**src/sv/sclp_pkg.sv**
```systemverilog
`default_nettype none
// ----------------------------------------------------------------------------
// sclp_pkg
// Shared types and constants for the segment / lookahead circle point core.
// ----------------------------------------------------------------------------
package sclp_pkg;

	localparam int SCLP_COORD_BITS = 24;

	// operations of the shared arithmetic engine
	typedef enum logic [1:0] {
		EOP_MAC,
		EOP_SQRT,
		EOP_DIV
	} eng_op_t;

	// phases of a division
	typedef enum logic [1:0] {
		DPH_ABS,
		DPH_STEP,
		DPH_RND
	} div_ph_t;

	typedef struct packed {
		eng_op_t op;
		logic    clr;
		logic    neg;
	} eng_cmd_t;

	typedef struct packed {
		logic done;
		logic rnd;
		logic qneg;
	} eng_sts_t;

	typedef enum logic [4:0] {
		ST_IDLE,
		ST_L1,
		ST_L2,
		ST_D1,
		ST_D2,
		ST_R2,
		ST_RL,
		ST_DD,
		ST_SQ,
		ST_PX,
		ST_PY,
		ST_PT,
		ST_PU,
		ST_N0,
		ST_N1,
		ST_DV,
		ST_CHK,
		ST_E1,
		ST_E2,
		ST_E3,
		ST_E4,
		ST_FIN
	} seq_state_t;

endpackage
`default_nettype wire

```
**src/sv/segment_circle_lookahead_point_core.sv**
```systemverilog
`default_nettype none
// ----------------------------------------------------------------------------
// segment_circle_lookahead_point_core
// Pure pursuit lookahead point: intersection of a path segment with the
// lookahead circle around the robot, nearest valid point to the segment end.
// ----------------------------------------------------------------------------
// Usage:
//  - input channel in_valid / in_ready carries one request: segment start and
//    end, robot position and lookahead radius (signed fixed point coordinates)
//  - output channel out_valid / out_ready returns target_x, target_y, fresh
//  - every request gives exactly one result; with no valid intersection the
//    held target is returned with fresh low
//  - one request at a time: in_ready is high only while the sequencer idles
//  - latency is data dependent, set by the serial shift-add engine: each
//    multiply runs until its multiplier is shifted out; the square root and
//    each of the four divisions work out one result bit per step
//  - a zero-length segment goes to the final state as soon as its length
//    is known, without the full computation; the next request is taken
//    the cycle after the result is registered
//  - the result sits in an output register; a stalled receiver holds the core
//    in its final state until the register frees up
//  - reset clears the held target to zero and empties the output register
// ----------------------------------------------------------------------------
module segment_circle_lookahead_point_core import sclp_pkg::*; #(
	parameter int COORD_BITS = SCLP_COORD_BITS
) (
	input  logic                         clk,
	input  logic                         arst_n,
	input  logic                         in_valid,
	output logic                         in_ready,
	input  logic signed [COORD_BITS-1:0] seg_start_x,
	input  logic signed [COORD_BITS-1:0] seg_start_y,
	input  logic signed [COORD_BITS-1:0] seg_end_x,
	input  logic signed [COORD_BITS-1:0] seg_end_y,
	input  logic signed [COORD_BITS-1:0] robot_x,
	input  logic signed [COORD_BITS-1:0] robot_y,
	input  logic        [COORD_BITS-2:0] lookahead_radius,
	output logic                         out_valid,
	input  logic                         out_ready,
	output logic signed [COORD_BITS-1:0] target_x,
	output logic signed [COORD_BITS-1:0] target_y,
	output logic                         fresh
);

	localparam int C   = COORD_BITS;
	localparam int DW  = C + 1;
	localparam int AW  = 4 * C + 4;
	localparam int LW  = 2 * C + 1;
	localparam int DDW = 2 * C + 2;
	localparam int PW  = 3 * C + 2;
	localparam int QB  = C + 2;
	localparam int XW  = C + 4;
	localparam logic signed [XW-1:0] SMAX = {{(XW-C+1){1'b0}}, {(C-1){1'b1}}};
	localparam logic signed [XW-1:0] SMIN = ~SMAX;

	seq_state_t state_q, state_d;
	logic       run_q, start;
	eng_cmd_t   cmd;
	eng_sts_t   eng_sts;
	logic [AW-1:0] opa, opb, eng_acc;
	logic [2*C-1:0] eng_root;
	logic [QB:0]    eng_quo;

	logic signed [C-1:0] sx_q, sy_q, ex_q, ey_q, rx_q, ry_q;
	logic [C-2:0]        r_q;
	logic [LW-1:0]       len_q;
	logic signed [DDW-1:0] d_q;
	logic [2*C-3:0]      r2_q;
	logic [2*C-1:0]      q_q;
	logic signed [PW-1:0] p_q, ny_q, t_q, u_q;
	logic signed [XW-1:0] xy_q [4];
	logic [1:0]          k_q;
	logic                found_q, sel1_q;
	logic                ov_q, fresh_q;
	logic signed [C-1:0] held_x_q, held_y_q, tx_q, ty_q;

	// differences and magnitudes
	logic signed [DW-1:0] dx, dy, mx, my;
	logic [DW-1:0]        dxm, dym, mxm, mym;
	logic [DDW-1:0]       dm;

	assign dx  = DW'(ex_q) - DW'(sx_q);
	assign dy  = DW'(ey_q) - DW'(sy_q);
	assign mx  = DW'(sx_q) - DW'(rx_q);
	assign my  = DW'(sy_q) - DW'(ry_q);
	assign dxm = dx[DW-1] ? DW'(-dx) : DW'(dx);
	assign dym = dy[DW-1] ? DW'(-dy) : DW'(dy);
	assign mxm = mx[DW-1] ? DW'(-mx) : DW'(mx);
	assign mym = my[DW-1] ? DW'(-my) : DW'(my);
	assign dm  = d_q[DDW-1] ? DDW'(-d_q) : DDW'(d_q);

	// rounded quotient back to field coordinates
	logic [QB:0]          qsum, qmag;
	logic signed [XW-1:0] qs, coord;
	logic signed [C-1:0]  base;

	assign qsum  = eng_quo + {{QB{1'b0}}, eng_sts.rnd};
	assign qmag  = eng_quo[QB] ? {1'b1, {QB{1'b0}}} : qsum;
	assign qs    = eng_sts.qneg ? -$signed(XW'(qmag)) : $signed(XW'(qmag));
	assign base  = k_q[1] ? ry_q : rx_q;
	assign coord = qs + XW'(base);

	// bounding box check
	logic signed [XW-1:0] lx, hx, ly, hy;
	logic                 v1, v2;

	assign lx = (sx_q < ex_q) ? XW'(sx_q) : XW'(ex_q);
	assign hx = (sx_q < ex_q) ? XW'(ex_q) : XW'(sx_q);
	assign ly = (sy_q < ey_q) ? XW'(sy_q) : XW'(ey_q);
	assign hy = (sy_q < ey_q) ? XW'(ey_q) : XW'(sy_q);
	assign v1 = lx <= xy_q[0] && xy_q[0] <= hx && ly <= xy_q[2] && xy_q[2] <= hy;
	assign v2 = lx <= xy_q[1] && xy_q[1] <= hx && ly <= xy_q[3] && xy_q[3] <= hy;

	// offsets of both points from the segment end
	logic signed [XW-1:0] ed [4];
	logic [XW-1:0]        em [4];

	assign ed[0] = xy_q[0] - XW'(ex_q);
	assign ed[1] = xy_q[2] - XW'(ey_q);
	assign ed[2] = xy_q[1] - XW'(ex_q);
	assign ed[3] = xy_q[3] - XW'(ey_q);
	always_comb begin
		for (int i = 0; i < 4; i++)
			em[i] = ed[i][XW-1] ? XW'(-ed[i]) : XW'(ed[i]);
	end

	// selected point, saturated
	logic signed [XW-1:0] chx, chy;
	logic signed [C-1:0]  satx, saty;

	assign chx  = sel1_q ? xy_q[0] : xy_q[1];
	assign chy  = sel1_q ? xy_q[2] : xy_q[3];
	assign satx = (chx > SMAX) ? SMAX[C-1:0] : ((chx < SMIN) ? SMIN[C-1:0] : chx[C-1:0]);
	assign saty = (chy > SMAX) ? SMAX[C-1:0] : ((chy < SMIN) ? SMIN[C-1:0] : chy[C-1:0]);

	logic accept, fin_go;

	assign accept = in_valid && in_ready;
	assign fin_go = (state_q == ST_FIN) && (!ov_q || out_ready);

	sclp_engine #(
		.COORD_BITS(COORD_BITS)
	) u_engine (
		.clk    (clk),
		.arst_n (arst_n),
		.start  (start),
		.cmd    (cmd),
		.opa    (opa),
		.opb    (opb),
		.sts    (eng_sts),
		.acc    (eng_acc),
		.root   (eng_root),
		.quo    (eng_quo)
	);

	// sequencer: next state and engine operands
	always_comb begin
		state_d  = state_q;
		cmd      = '{op: EOP_MAC, clr: 1'b1, neg: 1'b0};
		opa      = '0;
		opb      = '0;
		in_ready = (state_q == ST_IDLE);
		case (state_q)
			ST_IDLE: if (in_valid) state_d = ST_L1;
			ST_L1: begin
				opa = AW'(dxm);
				opb = AW'(dxm);
				if (eng_sts.done) state_d = ST_L2;
			end
			ST_L2: begin
				cmd.clr = 1'b0;
				opa = AW'(dym);
				opb = AW'(dym);
				if (eng_sts.done) state_d = (eng_acc == '0) ? ST_FIN : ST_D1;
			end
			ST_D1: begin
				opa = AW'(mxm);
				opb = AW'(dym);
				cmd.neg = mx[DW-1] ^ dy[DW-1];
				if (eng_sts.done) state_d = ST_D2;
			end
			ST_D2: begin
				cmd.clr = 1'b0;
				opa = AW'(mym);
				opb = AW'(dxm);
				cmd.neg = !(dx[DW-1] ^ my[DW-1]);
				if (eng_sts.done) state_d = ST_R2;
			end
			ST_R2: begin
				opa = AW'(r_q);
				opb = AW'(r_q);
				if (eng_sts.done) state_d = ST_RL;
			end
			ST_RL: begin
				opa = AW'(r2_q);
				opb = AW'(len_q);
				if (eng_sts.done) state_d = ST_DD;
			end
			ST_DD: begin
				cmd.clr = 1'b0;
				cmd.neg = 1'b1;
				opa = AW'(dm);
				opb = AW'(dm);
				// line misses the circle
				if (eng_sts.done) state_d = eng_acc[AW-1] ? ST_FIN : ST_SQ;
			end
			ST_SQ: begin
				cmd.op = EOP_SQRT;
				if (eng_sts.done) state_d = ST_PX;
			end
			ST_PX: begin
				opa = AW'(dm);
				opb = AW'(dym);
				cmd.neg = d_q[DDW-1] ^ dy[DW-1];
				if (eng_sts.done) state_d = ST_PY;
			end
			ST_PY: begin
				opa = AW'(dm);
				opb = AW'(dxm);
				cmd.neg = !(d_q[DDW-1] ^ dx[DW-1]);
				if (eng_sts.done) state_d = ST_PT;
			end
			ST_PT: begin
				opa = AW'(q_q);
				opb = AW'(dxm);
				cmd.neg = dy[DW-1] ^ dx[DW-1];
				if (eng_sts.done) state_d = ST_PU;
			end
			ST_PU: begin
				opa = AW'(q_q);
				opb = AW'(dym);
				if (eng_sts.done) state_d = ST_N0;
			end
			ST_N0: begin
				opa = k_q[1] ? AW'(ny_q) : AW'(p_q);
				opb = AW'(1'b1);
				if (eng_sts.done) state_d = ST_N1;
			end
			ST_N1: begin
				cmd.clr = 1'b0;
				cmd.neg = k_q[0];
				opa = k_q[1] ? AW'(u_q) : AW'(t_q);
				opb = AW'(1'b1);
				if (eng_sts.done) state_d = ST_DV;
			end
			ST_DV: begin
				cmd.op = EOP_DIV;
				opa = AW'(len_q);
				if (eng_sts.done) state_d = (&k_q) ? ST_CHK : ST_N0;
			end
			ST_CHK: state_d = (v1 && v2) ? ST_E1 : ST_FIN;
			ST_E1: begin
				opa = AW'(em[0]);
				opb = AW'(em[0]);
				if (eng_sts.done) state_d = ST_E2;
			end
			ST_E2: begin
				cmd.clr = 1'b0;
				opa = AW'(em[1]);
				opb = AW'(em[1]);
				if (eng_sts.done) state_d = ST_E3;
			end
			ST_E3: begin
				cmd.clr = 1'b0;
				cmd.neg = 1'b1;
				opa = AW'(em[2]);
				opb = AW'(em[2]);
				if (eng_sts.done) state_d = ST_E4;
			end
			ST_E4: begin
				cmd.clr = 1'b0;
				cmd.neg = 1'b1;
				opa = AW'(em[3]);
				opb = AW'(em[3]);
				if (eng_sts.done) state_d = ST_FIN;
			end
			ST_FIN: if (fin_go) state_d = ST_IDLE;
			default: state_d = ST_IDLE;
		endcase
		start = !run_q && (state_q != ST_IDLE) && (state_q != ST_CHK) && (state_q != ST_FIN);
	end

	always_ff @(posedge clk or negedge arst_n) begin
		if (!arst_n)
			state_q <= ST_IDLE;
		else
			state_q <= state_d;
	end

	// control registers
	always_ff @(posedge clk or negedge arst_n) begin
		if (!arst_n) begin
			run_q    <= 1'b0;
			k_q      <= '0;
			found_q  <= 1'b0;
			sel1_q   <= 1'b0;
			ov_q     <= 1'b0;
			fresh_q  <= 1'b0;
			held_x_q <= '0;
			held_y_q <= '0;
		end else begin
			if (start)
				run_q <= 1'b1;
			else if (eng_sts.done)
				run_q <= 1'b0;
			if (accept) begin
				k_q     <= '0;
				found_q <= 1'b0;
			end
			if (state_q == ST_DV && eng_sts.done)
				k_q <= k_q + 1'b1;
			if (state_q == ST_CHK && !(v1 && v2)) begin
				found_q <= v1 || v2;
				sel1_q  <= v1;
			end
			// first point wins only when strictly nearer the end
			if (state_q == ST_E4 && eng_sts.done) begin
				found_q <= 1'b1;
				sel1_q  <= eng_acc[AW-1];
			end
			if (fin_go) begin
				ov_q    <= 1'b1;
				fresh_q <= found_q;
				if (found_q) begin
					held_x_q <= satx;
					held_y_q <= saty;
				end
			end else if (out_ready) begin
				ov_q <= 1'b0;
			end
		end
	end

	// datapath registers
	always_ff @(posedge clk) begin
		if (accept) begin
			sx_q <= seg_start_x;
			sy_q <= seg_start_y;
			ex_q <= seg_end_x;
			ey_q <= seg_end_y;
			rx_q <= robot_x;
			ry_q <= robot_y;
			r_q  <= lookahead_radius;
		end
		if (eng_sts.done) begin
			case (state_q)
				ST_L2: len_q <= eng_acc[LW-1:0];
				ST_D2: d_q   <= eng_acc[DDW-1:0];
				ST_R2: r2_q  <= eng_acc[2*C-3:0];
				ST_SQ: q_q   <= eng_root;
				ST_PX: p_q   <= eng_acc[PW-1:0];
				ST_PY: ny_q  <= eng_acc[PW-1:0];
				ST_PT: t_q   <= eng_acc[PW-1:0];
				ST_PU: u_q   <= eng_acc[PW-1:0];
				ST_DV: xy_q[k_q] <= coord;
				default: ;
			endcase
		end
		if (fin_go) begin
			tx_q <= found_q ? satx : held_x_q;
			ty_q <= found_q ? saty : held_y_q;
		end
	end

	assign out_valid = ov_q;
	assign target_x  = tx_q;
	assign target_y  = ty_q;
	assign fresh     = fresh_q;

	a_held: assert property (@(posedge clk) disable iff (!arst_n)
		(ov_q && !fresh_q) |-> (tx_q == held_x_q && ty_q == held_y_q))
		else $error("held result differs from stored target");

	a_done: assert property (@(posedge clk) disable iff (!arst_n)
		eng_sts.done |-> run_q)
		else $error("engine finished without a running operation");

	a_div: assert property (@(posedge clk) disable iff (!arst_n)
		(state_q == ST_DV) |-> (len_q != '0))
		else $error("division by zero segment length");

	a_pick: assert property (@(posedge clk) disable iff (!arst_n)
		(state_q == ST_FIN && found_q) |-> (sel1_q ? v1 : v2))
		else $error("selected point lies outside the segment box");

endmodule
`default_nettype wire

```
**src/sv/sclp_engine.sv**
```systemverilog
`default_nettype none
// ----------------------------------------------------------------------------
// sclp_engine
// Shared shift-add unit: bit-serial multiply-accumulate, restoring square
// root and restoring division with round half away from zero, all on one adder.
// ----------------------------------------------------------------------------
module sclp_engine import sclp_pkg::*; #(
	parameter int COORD_BITS = SCLP_COORD_BITS,
	localparam int AW = 4 * COORD_BITS + 4,
	localparam int QB = COORD_BITS + 2
) (
	input  logic          clk,
	input  logic          arst_n,
	input  logic          start,
	input  eng_cmd_t      cmd,
	input  logic [AW-1:0] opa,
	input  logic [AW-1:0] opb,
	output eng_sts_t      sts,
	output logic [AW-1:0] acc,
	output logic [2*COORD_BITS-1:0] root,
	output logic [QB:0]   quo
);

	localparam int CNTW = $clog2(QB + 2);
	localparam int ROOT_TOP = 4 * COORD_BITS - 2;
	localparam logic [AW-1:0] ROOT_BIT = {{(AW-1){1'b0}}, 1'b1} << ROOT_TOP;

	logic [AW-1:0] acc_q, a_q, b_q;
	logic [AW-1:0] lhs, rhs, sum;
	logic          sub, nonneg;
	eng_op_t       mode_q;
	div_ph_t       dph_q;
	logic          busy_q, done_q, neg_q, rnd_q, qneg_q;
	logic [CNTW-1:0] cnt_q;

	// the one shared adder / subtractor
	always_comb begin
		lhs = acc_q;
		rhs = a_q;
		sub = 1'b1;
		case (mode_q)
			EOP_MAC:  sub = neg_q;
			EOP_SQRT: rhs = a_q | b_q;
			EOP_DIV: begin
				case (dph_q)
					DPH_ABS: begin
						lhs = '0;
						rhs = acc_q;
					end
					DPH_RND: begin
						lhs = {acc_q[AW-2:0], 1'b0};
						rhs = opa;
					end
					default: ;
				endcase
			end
			default: ;
		endcase
		sum = lhs + (rhs ^ {AW{sub}}) + {{(AW-1){1'b0}}, sub};
		nonneg = !sum[AW-1];
	end

	always_ff @(posedge clk or negedge arst_n) begin
		if (!arst_n) begin
			busy_q <= 1'b0;
			done_q <= 1'b0;
			mode_q <= EOP_MAC;
			dph_q  <= DPH_ABS;
			cnt_q  <= '0;
		end else begin
			done_q <= 1'b0;
			if (start) begin
				busy_q <= 1'b1;
				mode_q <= cmd.op;
				dph_q  <= DPH_ABS;
			end else if (busy_q) begin
				case (mode_q)
					EOP_DIV: begin
						case (dph_q)
							DPH_ABS: begin
								dph_q <= DPH_STEP;
								cnt_q <= CNTW'(QB + 1);
							end
							DPH_STEP: begin
								cnt_q <= cnt_q - 1'b1;
								if (cnt_q == CNTW'(1))
									dph_q <= DPH_RND;
							end
							default: begin
								busy_q <= 1'b0;
								done_q <= 1'b1;
							end
						endcase
					end
					default: begin
						if (b_q == '0) begin
							busy_q <= 1'b0;
							done_q <= 1'b1;
						end
					end
				endcase
			end
		end
	end

	always_ff @(posedge clk) begin
		if (start) begin
			neg_q <= cmd.neg;
			case (cmd.op)
				EOP_MAC: begin
					if (cmd.clr)
						acc_q <= '0;
					a_q <= opa;
					b_q <= opb;
				end
				EOP_SQRT: begin
					a_q <= '0;
					b_q <= ROOT_BIT;
				end
				default: ;
			endcase
		end else if (busy_q) begin
			case (mode_q)
				EOP_MAC: begin
					if (b_q != '0) begin
						if (b_q[0])
							acc_q <= sum;
						a_q <= a_q << 1;
						b_q <= b_q >> 1;
					end
				end
				EOP_SQRT: begin
					if (b_q != '0) begin
						if (nonneg) begin
							acc_q <= sum;
							a_q   <= (a_q >> 1) | b_q;
						end else begin
							a_q <= a_q >> 1;
						end
						b_q <= b_q >> 2;
					end
				end
				EOP_DIV: begin
					case (dph_q)
						DPH_ABS: begin
							qneg_q <= acc_q[AW-1];
							if (acc_q[AW-1])
								acc_q <= sum;
							a_q <= opa << QB;
							b_q <= '0;
						end
						DPH_STEP: begin
							if (nonneg)
								acc_q <= sum;
							b_q <= {b_q[AW-2:0], nonneg};
							a_q <= a_q >> 1;
						end
						default: rnd_q <= nonneg;
					endcase
				end
				default: ;
			endcase
		end
	end

	assign sts  = '{done: done_q, rnd: rnd_q, qneg: qneg_q};
	assign acc  = acc_q;
	assign root = a_q[2*COORD_BITS-1:0];
	assign quo  = b_q[QB:0];

endmodule
`default_nettype wire

```
**config.mk**
```make
export PLATFORM = sky130hd
export DESIGN_NAME = segment_circle_lookahead_point_core
export DESIGN_NICKNAME = d
export VERILOG_FILES = /design/src/sv/sclp_pkg.sv /design/src/sv/segment_circle_lookahead_point_core.sv /design/src/sv/sclp_engine.sv
export SDC_FILE = /design/constraint.sdc
export NUM_CORES = 2
export LEC_CHECK = 0
export BUFFER_PORTS_ARGS = -buffer_cell sky130_fd_sc_hd__buf_2
export CAP_MARGIN = 25
export CORE_MARGIN = 3
export CORE_UTILIZATION = 30
export DETAILED_ROUTE_END_ITERATION = 8
export HOLD_SLACK_MARGIN = 0.06
export PLACE_DENSITY_LB_ADDON = 0.08
export SLEW_MARGIN = 40
export SYNTH_ARGS = -nofsm -noshare
export SYNTH_HDL_FRONTEND = slang
export SYNTH_SLANG_ARGS = --single-unit
```
**constraint.sdc**
```tcl
create_clock -name clk -period 11.6 [get_ports clk]
set_clock_uncertainty 0.05 [all_clocks]
set_input_delay 2.32 -clock clk [delete_from_list [all_inputs] [get_ports clk]]
set_output_delay 2.32 -clock clk [all_outputs]
set_load 0.05 [all_outputs]
```
# Word level (Yosys, flattened, before mapping)
# Memory sizes are Yosys's and may differ from the RTL's.
# Index checks and enable logic that the tools add are counted.
# Widths: inputs -> output; s select.
[classes]
addsub = 24
order_cmp = 14
n_eq_ne = 59
muxes = 117
bitwise_logic = 10
n_reduce_logical = 66
[op_table]
columns = ["op", "n"]
rows = [
  ["$mux 100", 21],
  ["$pmux 100 s2", 8],
  ["$pmux 100 s15", 1],
  ["$pmux 100 s3", 3],
  ["$pmux 50 s10", 1],
  ["$mux 28", 11],
  ["$le 28x28->1", 8],
  ["$logic_not 100->1", 2],
  ["$mux 24", 7],
  ["$mux 5", 24],
  ["$neg 28->28", 4],
  ["$sub 28x24->28", 4],
  ["$pmux 5 s22", 1],
  ["$add 100x1->100", 1],
  ["$add 100x100->100", 1],
  ["$mux 25", 4],
  ["$neg 25->25", 4],
  ["$or 100x100->100", 1],
  ["$or 99x100->100", 1],
  ["$reduce_bool 100->1", 1],
  ["$sub 24x24->25", 4],
  ["$xor 100x100->100", 1],
  ["$gt 28x24->1 const B", 2],
  ["$lt 28x24->1 const B", 2],
  ["other kinds (49)", 173],
]
[word_totals]
register_bits = 1078
mem_bits_rw = 112
input_bits = 171
output_inout_bits = 51
elab_cells = 329
memories = 1
[mem_list]
columns = ["memory", "depth", "width", "read_ports", "rd_ports_with_merged_regs", "wr", "line", "text"]
rows = [
  ["xy_q", 4, 28, 4, 0, 1, "segment_circle_lookahead_point_core.sv:71", "logic signed [XW-1:0] xy_q [4];"],
]

# Longest topological paths before layout
# An unclocked memory read counts as a cell.
[logic_depth]
word_depth = 15
ltp_mapped = 38

# Hierarchy
# A second synthesis with hierarchy kept.
[unflattened]
hier_cells = 10098
area_unflattened_um2 = 92358.6
[by_module_without_submodules]
columns = ["mod", "instances", "cells_each", "area_per_inst_um2", "seq_area_each_um2"]
rows = [
  ["segment_circle_lookahead_point_core", 1, 6221, 61367.6, 26004.9],
  ["sclp_engine", 1, 3877, 30991.0, 9374.0],
]

# Least setup slack after synthesis
# Ideal clock, no wire load.
[synth_path]
path_type = "reg-to-reg"
from = "register state_q[2]"
to = "register u_engine.a_q[0], enable pin"
setup_time_ns = 0.827
t_arrival_ns = 11.600
slack_ns = -0.877
stages_incl_launch_ff = 12
synth_period_minus_slack_ns = 12.477
path_cell_list = "dfrtp_1 -> clkbuf_1 -> clkbuf_1 -> nand3_1 -> o21ai_0 -> nand2_1 -> nand2_1 -> clkinv_1 -> clkbuf_1 -> clkbuf_1 -> clkbuf_1 -> a21oi_1"
[synth_via]
elab_chain_len = 6
word_cells_on_any_way = 18
[synth_lines]
columns = ["element", "line", "text"]
rows = [
  ["start, declared", "segment_circle_lookahead_point_core.sv:56", "seq_state_t state_q, state_d;"],
  ["start signal, assigned", "segment_circle_lookahead_point_core.sv:287", "state_q <= state_d;"],
  ["parallel branches: the longest is 5 deep, another holds $eq 5x4->1", "--", ""],
  ["$reduce_and 6->1 (no line) (*)", "--", ""],
  ["end signal, assigned", "sclp_engine.sv:113", "a_q <= opa;"],
  ["end signal, assigned", "sclp_engine.sv:128", "a_q <= a_q << 1;"],
  ["end signal, assigned", "sclp_engine.sv:136", "a_q <= (a_q >> 1) | b_q;"],
  ["end, declared", "sclp_engine.sv:28", "logic [AW-1:0] acc_q, a_q, b_q;"],
]
# Every way passes the cells marked *.
# A chain may end at the register's enable or synchronous reset.

# Final worst setup path
[layout_path]
from = "register ex_q[8]"
to = "register u_engine.acc_q[94], in the netlist u_engine.acc[94], data pin"
[layout_via]
elab_chain_len = 14
word_cells_on_any_way = 24
[layout_lines]
columns = ["element", "line", "text"]
rows = [
  ["start, declared", "segment_circle_lookahead_point_core.sv:64", "logic signed [C-1:0] sx_q, sy_q, ex_q, ey_q, rx_q, ry_q;"],
  ["start signal, assigned", "segment_circle_lookahead_point_core.sv:339", "ex_q <= seg_end_x;"],
  ["$sub 28x24->28, or another cell as far along", "segment_circle_lookahead_point_core.sv:120", "assign ed[2] = xy_q[1] - XW'(ex_q);"],
  ["$neg 28->28 or $neg 25->25 (tied branches)", "segment_circle_lookahead_point_core.sv:124, segment_circle_lookahead_point_core.sv:86", ""],
  ["$mux 28 or $mux 25 (tied branches)", "segment_circle_lookahead_point_core.sv:124, segment_circle_lookahead_point_core.sv:86", ""],
  ["$pmux 100 s15 (*)", "segment_circle_lookahead_point_core.sv:163", "case (state_q)"],
  ["$pmux 100 s2 (*)", "sclp_engine.sv:45", "case (dph_q)"],
  ["$pmux 100 s2 (*)", "sclp_engine.sv:41", "case (mode_q)"],
  ["$xor 100x100->100 (*)", "sclp_engine.sv:59", "sum = lhs + (rhs ^ {AW{sub}}) + {{(AW-1){1'b0}}, sub};"],
  ["$add 100x100->100 (*)", "sclp_engine.sv:59", ""],
  ["$add 100x1->100 (*)", "sclp_engine.sv:59", ""],
  ["$mux 100, on equally long branches", "--", ""],
  ["$pmux 100 s2, or another cell as far along", "sclp_engine.sv:144", "case (dph_q)"],
  ["$pmux 100 s3 (*)", "sclp_engine.sv:123", "case (mode_q)"],
  ["$mux 100 (*)", "sclp_engine.sv:122", "end else if (busy_q) begin"],
  ["$mux 100 (*)", "sclp_engine.sv:107", "if (start) begin"],
  ["end signal, assigned", "sclp_engine.sv:127", "acc_q <= sum;"],
  ["end signal, assigned", "sclp_engine.sv:148", "acc_q <= sum;"],
  ["end signal, assigned", "sclp_engine.sv:154", "acc_q <= sum;"],
  ["end, declared", "sclp_engine.sv:28", ""],
]
# Every way passes the cells marked *; elsewhere a longest branch is shown, timed or not. The select of a mux whose other input is x is not followed.

==> results.json <==
{
  "worst_slack_ns": 1.04,
  "horizontal_extent_of_the_die_um": 560,
  "timing.max_slew.rel_slack_pct": 35.2,
  "pwr-share-clk_pct": 20.5,
  "yosys_warnings": 0,
  "fin_crit_ns": 10.56,
  "post-place-ws_ns": 1.36,
  "total_congestion_overflow": 0,
  "critPathMaxFanout": 15,
  "power.share.sequential_pct": 31.1,
  "io_pins": 222,
  "synth.area.top_cells": "sky130_fd_sc_hd__edfxtp_1 37%, sky130_fd_sc_hd__ha_1 7.8%, sky130_fd_sc_hd__o21ai_0 4.2%, sky130_fd_sc_hd__a21oi_1 4.1%, sky130_fd_sc_hd__nand2_1 4.1%",
  "run_status": "finished clean",
  "antenna_found_initial": 21,
  "clk_latency_ns": 0.89,
  "port-buffer-count": 221,
  "grt_first_pass_wirelength_um": 670000,
  "critical_path_start_end_classification": "flip-flop to flip-flop",
  "numCtsBuffers": 158,
  "rsz0062_at_grt": "no",
  "nets": 11000,
  "worst_ep_arrival_time_ns": 11.25,
  "finalPower_mw": 25.1,
  "synth_area_per_cell_um2": 9.04,
  "power.static_leakage_nw": 39.9,
  "grt_max_degree": 148,
  "internal_power_mw": 13.4,
  "cts_post_setup_buffers_inserted": 0,
  "routed_via_density": 6.01,
  "synth_top_area_cell": "sky130_fd_sc_hd__edfxtp_1",
  "highest_cell_delay_on_the_worst_timing_path_ns": 0.77,
  "power.switching_fraction_pct": 46.4,
  "detailed_place_hpwl_um": 374000,
  "cts_max_level": 4,
  "hold-worst-slack_ns": 0.424,
  "maxCapViolations": 0,
  "timing.fmax_mhz": 94.7,
  "synth_top_area_share_pct": 36.5,
  "globalRouteTotalUtil_pct": 29.7,
  "power.density_mw_per_mm2": 240,
  "p_sw_mw": 11.6,
  "family_of_cells_with_the_greatest_summed_delay_on_the_critical_path": "compound AO/OA/AOI/OAI gates",
  "via_count_of_the_first_global_routing_pass": 82000,
  "syn_inst": 10200,
  "detailroute.via_count": 86600,
  "detail_route.wirelength_um": 487000,
  "final_layout_size_suffix_gt1_share_pct": 9.91,
  "cts-hold-fix-buffers": 0,
  "groute.layer.met1.usage_pct": 38.9,
  "crit_buf_inv": 9,
  "worst-endpoint-required_ns": 12.28,
  "effective_utilization_at_floorplan_pct": 30.2,
  "gp_congestion": 1.01,
  "core_mm2": 0.304,
  "cts_resized": 0,
  "clock_tree.buffer_depth": 4,
  "comb_power_share_pct": 48.4,
  "asyncSetResetFlopFracSynth_pct": 5.97,
  "syn_to_final_growth_pct": 13.8,
  "worst_slew_pin_slew_ns": 0.965,
  "fin_max_slew_vios": 0,
  "tritoncts_num_sinks": 1190,
  "final_core_utilization_pct": 34.4,
  "gr-usage-met3_pct": 3.59,
  "timing.critical_path.mode_cell": "sky130_fd_sc_hd__buf_4",
  "ys_seq_elements": 1190,
  "std_cell_rows": 202,
  "routed_wire_length_per_instance_um": 33.7,
  "final-hold-violation-count": 0,
  "min_period_over_period_pct": 91.1,
  "vdd_ir_drop_max_v": 0.000191,
  "cp_slowest_cell": "sky130_fd_sc_hd__a2111oi_1",
  "synth-edff-count": 1119,
  "synth_seq_area_share_pct": 38.5,
  "drt_first_pass_iters": 6,
  "detail-route-antenna-nets": 0,
  "startpoint_type": "flip-flop",
  "drc_errors": 0,
  "cts_root_buffer": "sky130_fd_sc_hd__clkbuf_16",
  "synth_cell_types": 116,
  "busiest_grt_layer": "met2",
  "final_setup_tns_ns": 0,
  "die-area_mm2": 0.313,
  "setup.worst_path.end_class": "flip-flop",
  "hp-class": "flip-flop to flip-flop",
  "fp.dieH_um": 560,
  "synthesis.area_mm2": 0.0919,
  "grtUsageMet2_pct": 48.0,
  "initialDrtViolationCount": 9485,
  "mappedNetlistNets": 10900,
  "clk_pin_slew_ns": 0.06,
  "finalSetupViolations": 0,
  "ys_dominant_reg_cell": "sky130_fd_sc_hd__edfxtp_1",
  "tritoncts": "done"
}
## state kept, by name (all words and copies together) (netlist names), 46 cells and up
name	cells
u_engine.a_q	100
q_q	48
d_q	50
p_q	74
u_engine.b_q	100
r2_q	46
u_engine.acc	100
ny_q	74
u_q	74
xy_q	112
len_q	49
t_q	74
## placed cells by master (no fill, tap or decap), types with 149 or more instances in the layout
| cell | Yosys | routed |
|---|---|---|
| sky130_fd_sc_hd__a21oi_1 | 762 | 757 |
| sky130_fd_sc_hd__ha_1 | 576 | 573 |
| sky130_fd_sc_hd__buf_4 | 0 | 284 |
| sky130_fd_sc_hd__nor2_1 | 734 | 719 |
| sky130_fd_sc_hd__nand2_1 | 1000 | 991 |
| sky130_fd_sc_hd__a21o_1 | 263 | 263 |
| sky130_fd_sc_hd__nand3_1 | 278 | 277 |
| sky130_fd_sc_hd__clkbuf_16 | 0 | 163 |
| sky130_fd_sc_hd__xnor2_1 | 425 | 403 |
| sky130_fd_sc_hd__nand4_1 | 149 | 149 |
| sky130_fd_sc_hd__buf_2 | 11 | 220 |
| sky130_fd_sc_hd__edfxtp_1 | 1119 | 1119 |
| sky130_fd_sc_hd__inv_1 | 421 | 418 |
| sky130_fd_sc_hd__o21ai_0 | 771 | 762 |
| sky130_fd_sc_hd__mux2i_1 | 226 | 226 |
| sky130_fd_sc_hd__xor2_1 | 169 | 159 |
## worst paths after layout
check                             start                to  slack, ns  cells past startpoint
worst min register to register    fresh             fresh       0.42                      1
worst min-delay path              fresh             fresh       0.42                      1
min in group asynchronous        arst_n      held_x_q[21]       1.39                      1
worst max-delay path            ex_q[8]  u_engine.acc[94]       1.04                     38
worst max register to register  ex_q[8]  u_engine.acc[94]       1.04                     38
max in group asynchronous        arst_n            k_q[1]       9.09                      2
## power by group through the flow
stage | clock, mW | combinational, mW | sequential, mW
5_1_grt | 5.42 | 13.0 | 7.83
3_5_place_dp | 0 | 11.9 | 7.82
3_3_place_gp | 0 | 11.8 | 7.82
6_report | 5.15 | 12.1 | 7.80
2_1_floorplan | 0 | 7.35 | 7.00
4_1_cts | 5.28 | 12.0 | 7.74
## per-stage QoR
| stage | area [um^2] | instances |
|---|---|---|
| floorplan | 91900 | 10200 |
| global placement | 98700 | 14100 |
| detailed placement | 99300 | 14100 |
| CTS | 105000 | 14400 |
| global route | 105000 | 14400 |
| finish | 105000 | 14400 |
## Yosys cell counts (101+ instances only)
cell type	count
sky130_fd_sc_hd__a211oi_1	131
sky130_fd_sc_hd__nand2_1	1000
sky130_fd_sc_hd__nand3_1	278
sky130_fd_sc_hd__o21ai_0	771
sky130_fd_sc_hd__clkbuf_1	578
sky130_fd_sc_hd__nor2_1	734
sky130_fd_sc_hd__xor2_1	169
sky130_fd_sc_hd__a21oi_1	762
sky130_fd_sc_hd__inv_1	421
sky130_fd_sc_hd__a22oi_1	142
sky130_fd_sc_hd__ha_1	576
sky130_fd_sc_hd__a221oi_1	121
sky130_fd_sc_hd__a31oi_1	126
sky130_fd_sc_hd__xnor2_1	425
sky130_fd_sc_hd__o21a_1	124
sky130_fd_sc_hd__a21o_1	263
sky130_fd_sc_hd__o22ai_1	114
sky130_fd_sc_hd__nand4_1	149
sky130_fd_sc_hd__nor4_1	101
sky130_fd_sc_hd__edfxtp_1	1119
sky130_fd_sc_hd__mux2i_1	226
sky130_fd_sc_hd__nor3_1	141
sky130_fd_sc_hd__and3_1	107
## kinds of logic after synthesis
group	Yosys count	share of synthesized area, %
AOI/OAI and AO/OA	3469	25.2
and+or+nand+nor	3016	15.6
DFF	1190	38.5
buffers and inverters	1073	4.40
xor gates and xnor gates	596	5.70
adders and majority gates	586	8.06
muxes	236	2.58
## area by class of cell
| class | count | area [um^2] |
|---|---|---|
| fill | 31100 | 199000 |
| clock buffer | 192 | 4220 |
| sequential | 1190 | 35400 |
| tap | 4080 | 5100 |
| antenna | 16 | 40.0 |
| clock inverter | 83 | 1020 |
| multi-input combinational | 7903 | 53500 |
| timing repair buffer | 536 | 3780 |
| inverter | 424 | 1620 |
## per-layer routing
layer	up-vias	wire length (um)
li1	38700	-
met1	43500	205000
met2	3712	223000
met3	757	29000
met4	4	30100
met5	-	20
Note: power is estimated with default switching activity, not from simulation.
